### src/irm_pkg.sv
// ----------------------------------------------------------------------------
// I2C register master package
// Shared types and constants for the command front end, the transfer queue
// and the bus sequencer.
// ----------------------------------------------------------------------------
package irm_pkg;

    // Command codes carried in the input transfer.
    localparam logic [1:0] CMD_TICK  = 2'd0;
    localparam logic [1:0] CMD_WRITE = 2'd1;
    localparam logic [1:0] CMD_READ  = 2'd2;

    // Configuration register indexes.
    localparam logic CFG_DEVICE_ADDRESS = 1'b0;
    localparam logic CFG_PHASE_TICKS    = 1'b1;

    localparam int CFG_DATA_W = 16;

    // Reset values of the configuration registers.
    localparam logic [6:0]  DEVICE_ADDRESS_RST = 7'h68;
    localparam logic [15:0] PHASE_TICKS_RST    = 16'd10;

    // Depth of the queue between the front end and the sequencer.
    localparam int QUEUE_DEPTH = 2;
    localparam int QUEUE_PTR_W = $clog2(QUEUE_DEPTH);
    localparam int QUEUE_CNT_W = $clog2(QUEUE_DEPTH + 1);

    // Bus sequencer phases.
    typedef enum logic [4:0] {
        PH_IDLE  = 5'd0,
        PH_ST_A  = 5'd1,
        PH_ST_B  = 5'd2,
        PH_ST_C  = 5'd3,
        PH_TX_LO = 5'd4,
        PH_TX_HI = 5'd5,
        PH_SA_LO = 5'd6,
        PH_SA_HI = 5'd7,
        PH_RX_LO = 5'd8,
        PH_RX_HI = 5'd9,
        PH_MA_LO = 5'd10,
        PH_MA_HI = 5'd11,
        PH_SP_A  = 5'd12,
        PH_SP_B  = 5'd13,
        PH_SP_C  = 5'd14,
        PH_RS    = 5'd15
    } phase_t;

    // Which byte is on the wire.
    typedef enum logic [1:0] {
        SEL_ADDR_W = 2'd0,
        SEL_REG    = 2'd1,
        SEL_DATA   = 2'd2,
        SEL_ADDR_R = 2'd3
    } byte_sel_t;

    typedef struct packed {
        logic [1:0] command;
        logic [7:0] reg_addr;
        logic [7:0] write_data;
        logic [7:0] read_count;
        logic       sda_in;
    } irm_in_t;

    typedef struct packed {
        logic       scl_out;
        logic       sda_out;
        logic       read_valid;
        logic [7:0] read_data;
        logic       read_last;
        logic       ack_missing;
        logic       busy_res;
    } irm_out_t;

    // A classified item as it waits in the queue.
    typedef struct packed {
        logic       start;
        logic       is_read;
        logic [7:0] reg_addr;
        logic [7:0] write_data;
        logic [7:0] count;
        logic       sda_in;
    } irm_item_t;

endpackage

### src/i2c_register_master.sv
// ----------------------------------------------------------------------------
// I2C register master
// Register write and burst read master that steps the SCL and SDA drive by ticks.
// ----------------------------------------------------------------------------
// Each input transfer is one step of the bus: a command (register write or
// burst read) taken while the sequencer is idle loads the transaction, and every
// other transfer is a tick that advances the current bus phase. Each input
// transfer yields exactly one output transfer carrying the SCL and SDA drive
// after that step, a received byte with its last-byte mark when one completes,
// a flag when the slave left SDA high in an acknowledge slot, and the busy
// status. The block takes one input transfer per clock while the queue is not
// full; the sequencer performs one complete step of the bus state machine for
// each queued item it pops. A result passes from the command decoder through
// the two-entry queue and the sequencer step into the output register, and it
// stays in the output register until it is taken, at the next edge at the
// earliest. Either side may stall on its own; the queue and the output
// register absorb the difference. Every bus phase lasts
// phase_ticks transfers (zero counts as one), and the device address is sent
// shifted left with the read/write bit appended. Configuration writes take
// effect at the clock edge where cfg_write is high and should be made while
// no transfer is in flight.
module i2c_register_master (
    input  logic                            clk,
    input  logic                            rst_n,
    input  logic                            cfg_write,
    input  logic                            cfg_index,
    input  logic [irm_pkg::CFG_DATA_W-1:0]  cfg_data,
    input  logic                            in_valid,
    output logic                            in_stall,
    input  irm_pkg::irm_in_t                in_data,
    output logic                            out_valid,
    input  logic                            out_stall,
    output irm_pkg::irm_out_t               out_data
);

    logic               push;
    logic               pop;
    logic               queue_full;
    logic               queue_not_empty;
    irm_pkg::irm_item_t front_item;
    irm_pkg::irm_item_t head_item;

    // Front end: decodes the command and normalizes the read count.
    irm_front u_front (
        .in_valid   (in_valid),
        .in_stall   (in_stall),
        .in_data    (in_data),
        .queue_full (queue_full),
        .push       (push),
        .item       (front_item)
    );

    // Queue between the decoder and the sequencer.
    irm_queue u_queue (
        .clk       (clk),
        .rst_n     (rst_n),
        .push      (push),
        .push_item (front_item),
        .pop       (pop),
        .full      (queue_full),
        .not_empty (queue_not_empty),
        .head      (head_item)
    );

    // Sequencer: one bus step per queued item, result into the output register.
    irm_back u_back (
        .clk        (clk),
        .rst_n      (rst_n),
        .cfg_write  (cfg_write),
        .cfg_index  (cfg_index),
        .cfg_data   (cfg_data),
        .item_valid (queue_not_empty),
        .item       (head_item),
        .pop        (pop),
        .out_valid  (out_valid),
        .out_stall  (out_stall),
        .out_data   (out_data)
    );

endmodule

### src/irm_front.sv
// ----------------------------------------------------------------------------
// I2C register master front end
// Accepts input transfers, decodes the command and normalizes the byte count.
// ----------------------------------------------------------------------------
module irm_front (
    input  logic             in_valid,
    output logic             in_stall,
    input  irm_pkg::irm_in_t in_data,
    input  logic             queue_full,
    output logic             push,
    output irm_pkg::irm_item_t item
);

    assign in_stall = queue_full;
    assign push     = in_valid && !queue_full;

    always_comb
    begin
        item.start      = (in_data.command == irm_pkg::CMD_WRITE)
                       || (in_data.command == irm_pkg::CMD_READ);
        item.is_read    = (in_data.command == irm_pkg::CMD_READ);
        item.reg_addr   = in_data.reg_addr;
        item.write_data = in_data.write_data;
        // A zero count means one byte.
        item.count      = (in_data.read_count == 8'd0) ? 8'd1 : in_data.read_count;
        item.sda_in     = in_data.sda_in;
    end

endmodule

### src/irm_queue.sv
// ----------------------------------------------------------------------------
// I2C register master transfer queue
// Short FIFO that lets the front end and the sequencer stall independently.
// ----------------------------------------------------------------------------
module irm_queue (
    input  logic               clk,
    input  logic               rst_n,
    input  logic               push,
    input  irm_pkg::irm_item_t push_item,
    input  logic               pop,
    output logic               full,
    output logic               not_empty,
    output irm_pkg::irm_item_t head
);

    irm_pkg::irm_item_t                    entry_reg [irm_pkg::QUEUE_DEPTH];
    logic [irm_pkg::QUEUE_PTR_W-1:0]       wr_ptr_reg;
    logic [irm_pkg::QUEUE_PTR_W-1:0]       wr_ptr_next;
    logic [irm_pkg::QUEUE_PTR_W-1:0]       rd_ptr_reg;
    logic [irm_pkg::QUEUE_PTR_W-1:0]       rd_ptr_next;
    logic [irm_pkg::QUEUE_CNT_W-1:0]       count_reg;
    logic [irm_pkg::QUEUE_CNT_W-1:0]       count_next;

    localparam logic [irm_pkg::QUEUE_PTR_W-1:0] LAST_PTR =
        irm_pkg::QUEUE_PTR_W'(irm_pkg::QUEUE_DEPTH - 1);
    localparam logic [irm_pkg::QUEUE_CNT_W-1:0] FULL_COUNT =
        irm_pkg::QUEUE_CNT_W'(irm_pkg::QUEUE_DEPTH);

    assign full      = (count_reg == FULL_COUNT);
    assign not_empty = (count_reg != '0);
    assign head      = entry_reg[rd_ptr_reg];

    always_comb
    begin
        wr_ptr_next = wr_ptr_reg;
        rd_ptr_next = rd_ptr_reg;
        count_next  = count_reg;
        if (push)
        begin
            wr_ptr_next = (wr_ptr_reg == LAST_PTR) ? '0 : wr_ptr_reg + 1'b1;
        end
        if (pop)
        begin
            rd_ptr_next = (rd_ptr_reg == LAST_PTR) ? '0 : rd_ptr_reg + 1'b1;
        end
        if (push && !pop)
        begin
            count_next = count_reg + 1'b1;
        end
        else if (pop && !push)
        begin
            count_next = count_reg - 1'b1;
        end
    end

    always_ff @(posedge clk or negedge rst_n)
    begin
        if (!rst_n)
        begin
            wr_ptr_reg <= '0;
            rd_ptr_reg <= '0;
            count_reg  <= '0;
        end
        else
        begin
            wr_ptr_reg <= wr_ptr_next;
            rd_ptr_reg <= rd_ptr_next;
            count_reg  <= count_next;
        end
    end

    always_ff @(posedge clk)
    begin
        if (push)
        begin
            entry_reg[wr_ptr_reg] <= push_item;
        end
    end

endmodule

### src/irm_back.sv
// ----------------------------------------------------------------------------
// I2C register master bus sequencer
// Advances the bus phases one queued item at a time and registers each result.
// ----------------------------------------------------------------------------
module irm_back (
    input  logic                            clk,
    input  logic                            rst_n,
    input  logic                            cfg_write,
    input  logic                            cfg_index,
    input  logic [irm_pkg::CFG_DATA_W-1:0]  cfg_data,
    input  logic                            item_valid,
    input  irm_pkg::irm_item_t              item,
    output logic                            pop,
    output logic                            out_valid,
    input  logic                            out_stall,
    output irm_pkg::irm_out_t               out_data
);

    logic [6:0]          dev_addr_reg;
    logic [15:0]         phase_ticks_reg;

    irm_pkg::phase_t     phase_reg;
    irm_pkg::phase_t     phase_next;
    irm_pkg::byte_sel_t  byte_sel_reg;
    irm_pkg::byte_sel_t  byte_sel_next;
    logic [2:0]          bit_index_reg;
    logic [2:0]          bit_index_next;
    logic [7:0]          shifter_reg;
    logic [7:0]          shifter_next;
    logic [7:0]          bytes_left_reg;
    logic [7:0]          bytes_left_next;
    logic [15:0]         timer_reg;
    logic [15:0]         timer_next;
    logic [7:0]          reg_latch_reg;
    logic [7:0]          reg_latch_next;
    logic [7:0]          data_latch_reg;
    logic [7:0]          data_latch_next;
    logic                is_read_reg;
    logic                is_read_next;

    logic                out_valid_reg;
    irm_pkg::irm_out_t   out_data_reg;
    irm_pkg::irm_out_t   result;

    logic [16:0]         limit;
    logic [16:0]         timer_inc;
    logic                rx_done;
    logic                ack_flag;
    logic                scl_level;
    logic                sda_level;
    logic                nack_level;

    assign pop       = item_valid && (!out_valid_reg || !out_stall);
    assign out_valid = out_valid_reg;
    assign out_data  = out_data_reg;

    assign limit     = (phase_ticks_reg == 16'd0) ? 17'd1 : {1'b0, phase_ticks_reg};
    assign timer_inc = {1'b0, timer_reg} + 17'd1;

    // Next-state and datapath.
    always_comb
    begin
        phase_next      = phase_reg;
        byte_sel_next   = byte_sel_reg;
        bit_index_next  = bit_index_reg;
        shifter_next    = shifter_reg;
        bytes_left_next = bytes_left_reg;
        timer_next      = timer_reg;
        reg_latch_next  = reg_latch_reg;
        data_latch_next = data_latch_reg;
        is_read_next    = is_read_reg;
        rx_done         = 1'b0;
        ack_flag        = 1'b0;
        if (pop)
        begin
            if (phase_reg == irm_pkg::PH_IDLE)
            begin
                if (item.start)
                begin
                    reg_latch_next  = item.reg_addr;
                    data_latch_next = item.write_data;
                    bytes_left_next = item.count;
                    is_read_next    = item.is_read;
                    byte_sel_next   = irm_pkg::SEL_ADDR_W;
                    bit_index_next  = 3'd0;
                    shifter_next    = 8'd0;
                    timer_next      = 16'd0;
                    phase_next      = irm_pkg::PH_ST_A;
                end
            end
            else if (timer_inc < limit)
            begin
                timer_next = timer_inc[15:0];
            end
            else
            begin
                timer_next = 16'd0;
                unique case (phase_reg)
                    irm_pkg::PH_ST_A:  phase_next = irm_pkg::PH_ST_B;
                    irm_pkg::PH_ST_B:  phase_next = irm_pkg::PH_ST_C;
                    irm_pkg::PH_ST_C:
                    begin
                        shifter_next   = {dev_addr_reg, byte_sel_reg == irm_pkg::SEL_ADDR_R};
                        bit_index_next = 3'd0;
                        phase_next     = irm_pkg::PH_TX_LO;
                    end
                    irm_pkg::PH_TX_LO: phase_next = irm_pkg::PH_TX_HI;
                    irm_pkg::PH_TX_HI:
                    begin
                        shifter_next = {shifter_reg[6:0], 1'b0};
                        if (bit_index_reg == 3'd7)
                        begin
                            bit_index_next = 3'd0;
                            phase_next     = irm_pkg::PH_SA_LO;
                        end
                        else
                        begin
                            bit_index_next = bit_index_reg + 3'd1;
                            phase_next     = irm_pkg::PH_TX_LO;
                        end
                    end
                    irm_pkg::PH_SA_LO: phase_next = irm_pkg::PH_SA_HI;
                    irm_pkg::PH_SA_HI:
                    begin
                        ack_flag       = item.sda_in;
                        bit_index_next = 3'd0;
                        unique case (byte_sel_reg)
                            irm_pkg::SEL_ADDR_W:
                            begin
                                byte_sel_next = irm_pkg::SEL_REG;
                                shifter_next  = reg_latch_reg;
                                phase_next    = irm_pkg::PH_TX_LO;
                            end
                            irm_pkg::SEL_REG:
                            begin
                                if (is_read_reg)
                                begin
                                    byte_sel_next = irm_pkg::SEL_ADDR_R;
                                    phase_next    = irm_pkg::PH_RS;
                                end
                                else
                                begin
                                    byte_sel_next = irm_pkg::SEL_DATA;
                                    shifter_next  = data_latch_reg;
                                    phase_next    = irm_pkg::PH_TX_LO;
                                end
                            end
                            irm_pkg::SEL_DATA: phase_next = irm_pkg::PH_SP_A;
                            default:
                            begin
                                shifter_next = 8'd0;
                                phase_next   = irm_pkg::PH_RX_LO;
                            end
                        endcase
                    end
                    irm_pkg::PH_RX_LO: phase_next = irm_pkg::PH_RX_HI;
                    irm_pkg::PH_RX_HI:
                    begin
                        shifter_next = {shifter_reg[6:0], item.sda_in};
                        if (bit_index_reg == 3'd7)
                        begin
                            rx_done        = 1'b1;
                            bit_index_next = 3'd0;
                            phase_next     = irm_pkg::PH_MA_LO;
                        end
                        else
                        begin
                            bit_index_next = bit_index_reg + 3'd1;
                            phase_next     = irm_pkg::PH_RX_LO;
                        end
                    end
                    irm_pkg::PH_MA_LO: phase_next = irm_pkg::PH_MA_HI;
                    irm_pkg::PH_MA_HI:
                    begin
                        if (bytes_left_reg <= 8'd1)
                        begin
                            bytes_left_next = 8'd0;
                            phase_next      = irm_pkg::PH_SP_A;
                        end
                        else
                        begin
                            bytes_left_next = bytes_left_reg - 8'd1;
                            shifter_next    = 8'd0;
                            bit_index_next  = 3'd0;
                            phase_next      = irm_pkg::PH_RX_LO;
                        end
                    end
                    irm_pkg::PH_SP_A:  phase_next = irm_pkg::PH_SP_B;
                    irm_pkg::PH_SP_B:  phase_next = irm_pkg::PH_SP_C;
                    irm_pkg::PH_RS:    phase_next = irm_pkg::PH_ST_A;
                    default:           phase_next = irm_pkg::PH_IDLE;
                endcase
            end
        end
    end

    // Line levels after the step.
    assign nack_level = (bytes_left_next <= 8'd1);

    always_comb
    begin
        unique case (phase_next)
            irm_pkg::PH_ST_B:  begin scl_level = 1'b1; sda_level = 1'b0;            end
            irm_pkg::PH_ST_C:  begin scl_level = 1'b0; sda_level = 1'b0;            end
            irm_pkg::PH_TX_LO: begin scl_level = 1'b0; sda_level = shifter_next[7]; end
            irm_pkg::PH_TX_HI: begin scl_level = 1'b1; sda_level = shifter_next[7]; end
            irm_pkg::PH_SA_LO: begin scl_level = 1'b0; sda_level = 1'b1;            end
            irm_pkg::PH_RX_LO: begin scl_level = 1'b0; sda_level = 1'b1;            end
            irm_pkg::PH_MA_LO: begin scl_level = 1'b0; sda_level = nack_level;      end
            irm_pkg::PH_MA_HI: begin scl_level = 1'b1; sda_level = nack_level;      end
            irm_pkg::PH_SP_A:  begin scl_level = 1'b0; sda_level = 1'b0;            end
            irm_pkg::PH_SP_B:  begin scl_level = 1'b1; sda_level = 1'b0;            end
            irm_pkg::PH_RS:    begin scl_level = 1'b0; sda_level = 1'b1;            end
            default:           begin scl_level = 1'b1; sda_level = 1'b1;            end
        endcase
    end

    always_comb
    begin
        result.scl_out     = scl_level;
        result.sda_out     = sda_level;
        result.read_valid  = rx_done;
        result.read_data   = rx_done ? shifter_next : 8'd0;
        result.read_last   = rx_done && (bytes_left_reg <= 8'd1);
        result.ack_missing = ack_flag;
        result.busy_res    = (phase_next != irm_pkg::PH_IDLE);
    end

    always_ff @(posedge clk or negedge rst_n)
    begin
        if (!rst_n)
        begin
            dev_addr_reg    <= irm_pkg::DEVICE_ADDRESS_RST;
            phase_ticks_reg <= irm_pkg::PHASE_TICKS_RST;
            phase_reg       <= irm_pkg::PH_IDLE;
            byte_sel_reg    <= irm_pkg::SEL_ADDR_W;
            bit_index_reg   <= 3'd0;
            shifter_reg     <= 8'd0;
            bytes_left_reg  <= 8'd0;
            timer_reg       <= 16'd0;
            reg_latch_reg   <= 8'd0;
            data_latch_reg  <= 8'd0;
            is_read_reg     <= 1'b0;
            out_valid_reg   <= 1'b0;
        end
        else
        begin
            if (cfg_write)
            begin
                unique case (cfg_index)
                    irm_pkg::CFG_DEVICE_ADDRESS: dev_addr_reg    <= cfg_data[6:0];
                    irm_pkg::CFG_PHASE_TICKS:    phase_ticks_reg <= cfg_data;
                    default:                     phase_ticks_reg <= phase_ticks_reg;
                endcase
            end
            phase_reg      <= phase_next;
            byte_sel_reg   <= byte_sel_next;
            bit_index_reg  <= bit_index_next;
            shifter_reg    <= shifter_next;
            bytes_left_reg <= bytes_left_next;
            timer_reg      <= timer_next;
            reg_latch_reg  <= reg_latch_next;
            data_latch_reg <= data_latch_next;
            is_read_reg    <= is_read_next;
            if (pop)
            begin
                out_valid_reg <= 1'b1;
            end
            else if (!out_stall)
            begin
                out_valid_reg <= 1'b0;
            end
        end
    end

    always_ff @(posedge clk)
    begin
        if (pop)
        begin
            out_data_reg <= result;
        end
    end

endmodule

### config.mk
export PLATFORM = sky130hd
export DESIGN_NAME = i2c_register_master
export DESIGN_NICKNAME = d
export VERILOG_FILES = /design/src/irm_pkg.sv /design/src/i2c_register_master.sv /design/src/irm_front.sv /design/src/irm_queue.sv /design/src/irm_back.sv
export SDC_FILE = /design/constraint.sdc
export NUM_CORES = 1
export LEC_CHECK = 0
export BUFFER_PORTS_ARGS = -buffer_cell sky130_fd_sc_hd__buf_2
export CAP_MARGIN = 5
export CORE_ASPECT_RATIO = 1.75
export CORE_MARGIN = 4
export CORE_UTILIZATION = 25
export DETAILED_ROUTE_END_ITERATION = 6
export GPL_TIMING_DRIVEN = 0
export PLACE_DENSITY_LB_ADDON = 0.08
export SKIP_LAST_GASP = 1
export SLEW_MARGIN = 0
export SYNTH_ARGS = -nofsm -noshare
export SYNTH_HDL_FRONTEND = slang
export SYNTH_SLANG_ARGS = --single-unit
### constraint.sdc
create_clock -name clk -period 3.76 [get_ports clk]
set_input_delay 1.128 -clock clk [delete_from_list [all_inputs] [get_ports clk]]
set_output_delay 1.128 -clock clk [all_outputs]
set_load 0.05 [all_outputs]
==> metrics, run 1 <==
dpl ws -1.057 ns; starting density of the core between 20% and 30%; Async S/R FF share, synth between 50% and 60%; HP Start u_back.reg_latch_reg[5]; DR WL/cell 17.72 microns; Hold Path Sink u_back.reg_latch_reg[5]; CP max stage delay approximately 0.5 ns; Root Buffer clkbuf_16; Max-Cap Viols 0; first-pass GRT wire length between 30000 and 40000 microns; Crit. End Element register; final setup violation count 11; CTS max path bufs 2; DP Cell Count ~1100; unrepaired setup endpoints after global routing yes; final WL approximately 20000 microns; Final WS setup -0.2937 ns; Clock Sinks between 150 and 200; RePlAce Congestion roughly 0.85; std cell rows 83; CTS Hold Bufs 0; CP Buf/Inv Count 2; CP top delay family compound AO/OA/AOI/OAI gates; mapped cell area 7433 sq um; Worst IR Drop VDD 341.0 uV; vias in the first global route approximately 5600; IO buf count between 60 and 70; worst hold path type register to register; worst-path cell chain ha_4 -> and4_1 -> and3_4 -> and3_4 -> xor2_2 -> ha_1 -> a21oi_1 -> o221ai_2 -> a311o_1 -> a211oi_4 -> buf_12 -> buf_6 -> nor4b_2 -> a21oi_1 -> o221ai_2 -> or4_4 -> o31ai_4; sequential cell area fraction in the yosys report 56.84%; fraction of layout cells with a size suffix above 1 between 30% and 40%; All-Layer GR Usage ~13%; Area growth, synth to finish 26.63%; Slew Viols, Final 0; Synth cell types 70; hold slack 0.4820 ns; endpoints failing hold 0; CP max stage cell or4_4; largest net degree at the start of global routing 60; CP Max Fanout 6; reg2reg end u_back.out_data[12]; DIE AREA about 33000 sq um; failing checks negative setup slack; pwr/cell area between 500 and 600 nW/um^2; Fmax 0.2467 GHz; Synth area leader dfrtp_1; Worst EP arrival ~4.3 ns; EDFF count, synth 68; status finished with violations; Die Y 236.1 microns; CTS tree yes; core area about 29000 sq um; grt total ovfl 0; Initial DRC Count just under 200; vias after detailed routing around 5200; Final Critical Period about 4 ns; cells after synthesis approximately 630; Reg-to-Reg Start u_back.timer_reg[0]; Reg2Reg Depth 17; clock-pin slew on the worst setup and hold paths 0.06 ns; Boundary Pins 65; number of diodes 0; most frequent cells after synthesis dfrtp_1, edfxtp_1, nand2_1; filler-free cell count of the finished design between 1000 and 1500; Post-DP HPWL roughly 15000 microns; Via density between 4 and 5; CTS Buf Count 17; Tightest Pin Transition about 1.2 ns; Post-Syn Nets between 700 and 800; # nets final between 700 and 800; Yosys reg bits ~160; Synth Flop Type dfrtp_1; Slew HR 19.81%; startpoint types register; initial antenna violation count 0; Leak 3.829 nW; top cells by area, synth dfrtp_1, edfxtp_1, mux2_2; chip width between 100 and 150 microns; flip-flop count of the largest register after layout 54; drc violations 0; TritonRoute pass-1 iters 4; Routed Antenna Nets 0; Yosys warnings 0; register-to-register setup slack -0.29 ns; most frequent cell after synthesis dfrtp_1; Hold Path Stages 2; final core area utilization between 30% and 40%; Avg Cell Area, Syn 11.78 sq um; Clock Latency Late Sink roughly 0.44 ns; CP required about 4.0 ns; setup TNS -1.308 ns; Setup Crit Path Kind register to register; period utilization 107.8%; CTS H-Tree Depth 4; skew final between 0.007 and 0.008 ns; Yosys top cell area share 27.60%
==> what timing repair did <==
action	4_1_cts	5_1_grt
buffers inserted	10	6
pin swaps	15	8
gates resized for setup	30	33
endpoints found under the setup margin	48	24
==> cell usage in the layout (no fill, tap or decap), types with 7 or more instances in the layout <==
cell type	count
o21ai_0	35
mux2_2	26
clkbuf_1	22
ha_1	18
nor2_1	19
nor2b_1	7
nor4_1	8
inv_1	39
nand2_1	59
nand4_1	12
buf_2	66
a32o_1	17
edfxtp_1	68
a222oi_1	7
mux2i_1	23
clkbuf_16	19
a21oi_1	19
xnor2_1	8
and2_1	9
dfrtp_1	78
buf_4	14
==> report_power, final <==
part           switching, mW  leakage [nW]  internal [mW]
combinational          0.822          1.78          0.430
sequential             0.147          1.74           2.09
clock                  0.717         0.313           1.12
==> worst min-delay path, stage by stage (launching register included) <==
cell     delay, ns
dfrtp_1       0.34
nand2_1       0.05
o21ai_0       0.06
==> worst max path at each step <==
stage / start / to / slack (ns) / cells after the start
finish: u_back.timer_reg[0] / u_back.out_data[12] / -0.29 / 17
detailed placement: u_back.timer_reg[0] / u_back.out_data[12] / -1.06 / 18
global placement: u_back.timer_reg[0] / u_back.out_data[12] / -1.03 / 17
global route: u_back.timer_reg[0] / u_back.out_data[12] / -0.42 / 18
CTS: u_back.timer_reg[0] / u_back.out_data[12] / -0.35 / 18
floorplan: u_back.timer_reg[0] / u_back.out_data[0] / 0.005 / 15
==> per-stage QoR <==
step	total power [mW]	instance area, sq um
final	5.324	9413
after global routing	5.626	9413
after global placement	3.452	8275
after CTS	5.415	9198
after detailed placement	3.497	8328
after floorplan	3.056	7477
==> cell type report <==
class	instances	area (sq um)
Fill cell	2971	19980
Timing Repair Buffer	81	498.0
Multi-Input combinational cell	401	3246
Clock inverter	9	120.1
Sequential cell	155	4230
Buffer	33	173.9
Clock buffer	23	520.5
Tap cell	382	478.0
Inverter	39	146.4
==> logic make-up (layout without fill, tap and decap cells) <==
kind of cell | after synthesis | count (layout) | share of synthesized area, %
mux | 49 | 49 | 7.036
xor+xnor | 21 | 21 | 2.474
flops | 155 | 155 | 56.84
fa+ha+maj | 22 | 22 | 3.703
compound gates | 133 | 133 | 12.81
buf+inv | 75 | 185 | 4.191
simple gates | 176 | 176 | 12.94
==> routing by layer <==
metal | up-vias | track usage (%) | wire length [microns]
li1 | 2523 | - | -
met1 | 2584 | 12.64 | 7401
met2 | 97 | 24.60 | 11400
met4 | 0 | 5.394 | 501
met5 | - | 0 | 0
met3 | 26 | 2.515 | 592
Note: power is estimated with default switching activity, not from simulation.
==> run 2: changes to the inputs <==
--- a/config.mk
+++ b/config.mk
@@ -13,7 +13,6 @@
 export DETAILED_ROUTE_END_ITERATION = 6
 export GPL_TIMING_DRIVEN = 0
 export PLACE_DENSITY_LB_ADDON = 0.08
-export SKIP_LAST_GASP = 1
 export SLEW_MARGIN = 0
 export SYNTH_ARGS = -nofsm -noshare
 export SYNTH_HDL_FRONTEND = slang
==> constraint.sdc (replaced) <==
create_clock -name clk -period 4.7 [get_ports clk]
set_input_delay 1.41 -clock clk [delete_from_list [all_inputs] [get_ports clk]]
set_output_delay 1.41 -clock clk [all_outputs]
set_load 0.05 [all_outputs]
==> run 2 against run 1 <==
Effect of this change: the run now ends clean; clock skew rose by 0.0020 ns; cell area fell by 4.6%; setup slack better by 0.51 ns; power shrank 23%; flip-flop and latch count did not move; hold slack hardly changed; cell count shrank 0.53%; global-route usage decreased by 0.094 points; clock power is 28% lower.
==> metrics, run 2 (synthesized netlist as in run 1, its figures left out) <==
Cell Int Power 2.729 mW (was 3.637 mW); CP max stage cell or4_4 (unchanged); Reg-to-Reg Start u_back.timer_reg[0] (unchanged); CP Max Fanout 6 (unchanged); endpoints failing hold 0 (unchanged); Max-Cap Viols 0 (unchanged); drc violations 0 (unchanged); CP Buf/Inv Count 0 (was 2); final core area utilization 30.54% (was 32.03%); Crit. End Element register (unchanged); Post-DP HPWL 14690 microns (was 14850 microns); Die Y 236.1 microns (unchanged); most frequent cells in the layout dfrtp_1, edfxtp_1, buf_2, nand2_1, inv_1 (unchanged); # nets final 793 (was 799); worst-path cell chain ha_4 -> and4_1 -> and3_4 -> and3_1 -> nand3_1 -> xnor2_2 -> ha_1 -> a21oi_1 -> o221ai_1 -> a311o_1 -> a211oi_4 -> a21oi_2 -> a21oi_4 -> nand4_1 -> or4_4 -> o31ai_4 (was ha_4 -> and4_1 -> and3_4 -> and3_4 -> xor2_2 -> ha_1 -> a21oi_1 -> o221ai_2 -> a311o_1 -> a211oi_4 -> buf_12 -> buf_6 -> nor4b_2 -> a21oi_1 -> o221ai_2 -> or4_4 -> o31ai_4); Sw Ratio 33.06% (was 31.68%); All-Layer GR Usage 12.47% (was 12.56%); hold slack 0.4823 ns (was 0.4820 ns); worst hold path type register to register (unchanged); skew final 0.009401 ns (was 0.007410 ns); CTS max path bufs 2 (unchanged); chip width 138.3 microns (unchanged); logic gate share of total power 23.8% (was 23.5%); Final Critical Period 4.485 ns (was 4.054 ns); Leak 3.660 nW (was 3.829 nW); DR WL/cell 17.41 microns (was 17.72 microns); starting density of the core 25.29% (unchanged); reg2reg end u_back.out_data[12] (unchanged); most common cell after layout, fill and taps aside dfrtp_1 (unchanged); Filler Cell Count 3018 (was 2971); TritonRoute pass-1 iters 5 (was 4); Boundary Pins 65 (unchanged); period utilization 95.43% (was 107.8%); Worst EP arrival 4.74 ns (was 4.31 ns); final setup violation count 0 (was 11); IO buf count 64 (unchanged); DIE AREA 32660 sq um (unchanged); Initial DRC Count 189 (was 194); Setup Crit Path Kind register to register (unchanged); HP Start u_back.data_latch_reg[7] (was u_back.reg_latch_reg[5]); RePlAce Congestion 0.8511 (was 0.8458); Fmax 0.2230 GHz (was 0.2467 GHz); initial antenna violation count 0 (unchanged); Reg2Reg Depth 16 (was 17); clock-pin slew on the worst setup and hold paths 0.06 ns (about the same); Tightest Pin Transition 1.128 ns (was 1.192 ns); vias in the first global route 5693 (was 5637); Routed Antenna Nets 0 (unchanged); Clk network pwr share 32.5% (was 34.5%); CTS Buf Count 17 (unchanged); final WL 19440 microns (was 19900 microns); Setup crit start u_back.timer_reg[0] (unchanged); DP Cell Count 1079 (unchanged); Slew Viols, Final 0 (unchanged); filler-free cell count of the finished design 1117 (was 1123); grt total ovfl 0 (unchanged); number of diodes 0 (unchanged); Hold Path Sink u_back.data_latch_reg[7] (was u_back.reg_latch_reg[5]); flip-flop count of the largest register after layout 54 (unchanged); Clock Sinks 155 (unchanged); CP max stage delay 0.46 ns (was 0.50 ns); largest net degree at the start of global routing 68 (was 60); first-pass GRT wire length 31720 microns (was 31510 microns); Clock Latency Late Sink 0.44 ns (about the same); register-to-register setup slack 0.21 ns (was -0.29 ns); core area 29390 sq um (unchanged); Psw 1.348 mW (was 1.686 mW); Area growth, synth to finish 20.75% (was 26.63%); pwr/cell area 454.2 nW/um^2 (was 565.6 nW/um^2); Root Buffer clkbuf_16 (unchanged); Hold Path Stages 2 (unchanged); Worst IR Drop VDD 269.7 uV (was 341.0 uV); fraction of layout cells with a size suffix above 1 23.27% (was 30.09%); startpoint types register (unchanged); CP top delay family compound AO/OA/AOI/OAI gates (unchanged); CTS tree yes (unchanged); Slew HR 24.23% (was 19.81%); Via density 4.665 (was 4.657); unrepaired setup endpoints after global routing no (was yes); CP required 4.95 ns (was 4.02 ns); std cell rows 83 (unchanged); vias after detailed routing 5211 (was 5230); sequential power share 43.7% (was 42.0%); status finished clean (was finished with violations); CTS H-Tree Depth 4 (unchanged)
[run 2: worst max-delay path by stage]
stage / end / slack [ns] / depth (start not counted)
floorplan: u_back.out_data[0] / 0.79 / 15
global placement: u_back.out_data[12] / -0.48 / 18
detailed placement: u_back.out_data[12] / -0.50 / 18
CTS: u_back.out_data[12] / 0.002 / 17
global route: u_back.out_data[12] / 0.05 / 17
finish: u_back.out_data[12] / 0.21 / 16
[run 2: layout make-up]
cell class              count  area [sq um]  area share (%)
inverters                  39         146.4           1.631
clock buffers              18         429.2           4.781
multi-input cells         401          2965           33.04
repair buffers             72         424.2           4.725
plain buffers              36         168.9           1.882
clock inverters            14         137.6           1.533
flip-flops and latches    155          4227           47.09
well taps                 382         478.0           5.325
[run 2: worst register-to-register path, cell delays in order (launching register included)]
cell      delay [ns]
dfrtp_2         0.43
ha_4            0.19
and4_1          0.19
and3_4          0.21
and3_1          0.20
nand3_1         0.13
xnor2_2         0.18
ha_1            0.33
a21oi_1         0.14
o221ai_1        0.13
a311o_1         0.37
a211oi_4        0.43
a21oi_2         0.21
a21oi_4         0.30
nand4_1         0.13
or4_4           0.46
o31ai_4         0.27
[run 2: what timing repair did]
action | CTS | global route
gates cloned | 0 | 0
setup buffers | 2 | 3
hold buffers | 0 | 0
resized for setup | 8 | 7
setup endpoints to repair | 5 | 3
pin swaps | 2 | 2
[run 2: power by group through the flow]
stage	sequential, mW	combinational, mW	clock (mW)
floorplan	1.89	0.543	0
global placement	1.81	0.940	0
detailed placement	1.81	0.985	0
CTS	1.78	0.993	1.38
global route	1.80	1.08	1.44
finish	1.78	0.971	1.33
[run 2: metrics by stage]
step           area [sq um]  setup slack, ns  setup TNS (ns)  total power, mW
3_5_place_dp           8297          -0.5004         -0.6852            2.792
4_1_cts                8915         0.001835               0            4.154
6_report               8976           0.2147               0            4.077
2_1_floorplan          7433           0.7881               0            2.431
5_1_grt                8976          0.05225               0            4.322
3_3_place_gp           8232          -0.4833         -0.7309            2.745
[run 2: metal layers]
layer / vias up / track usage (%) / wire length (microns)
li1: 2508 / - / -
met1: 2569 / 12.82 / 7293
met2: 97 / 23.55 / 10860
met3: 37 / 2.414 / 525
met4: 0 / 6.593 / 764
met5: - / 0 / 0
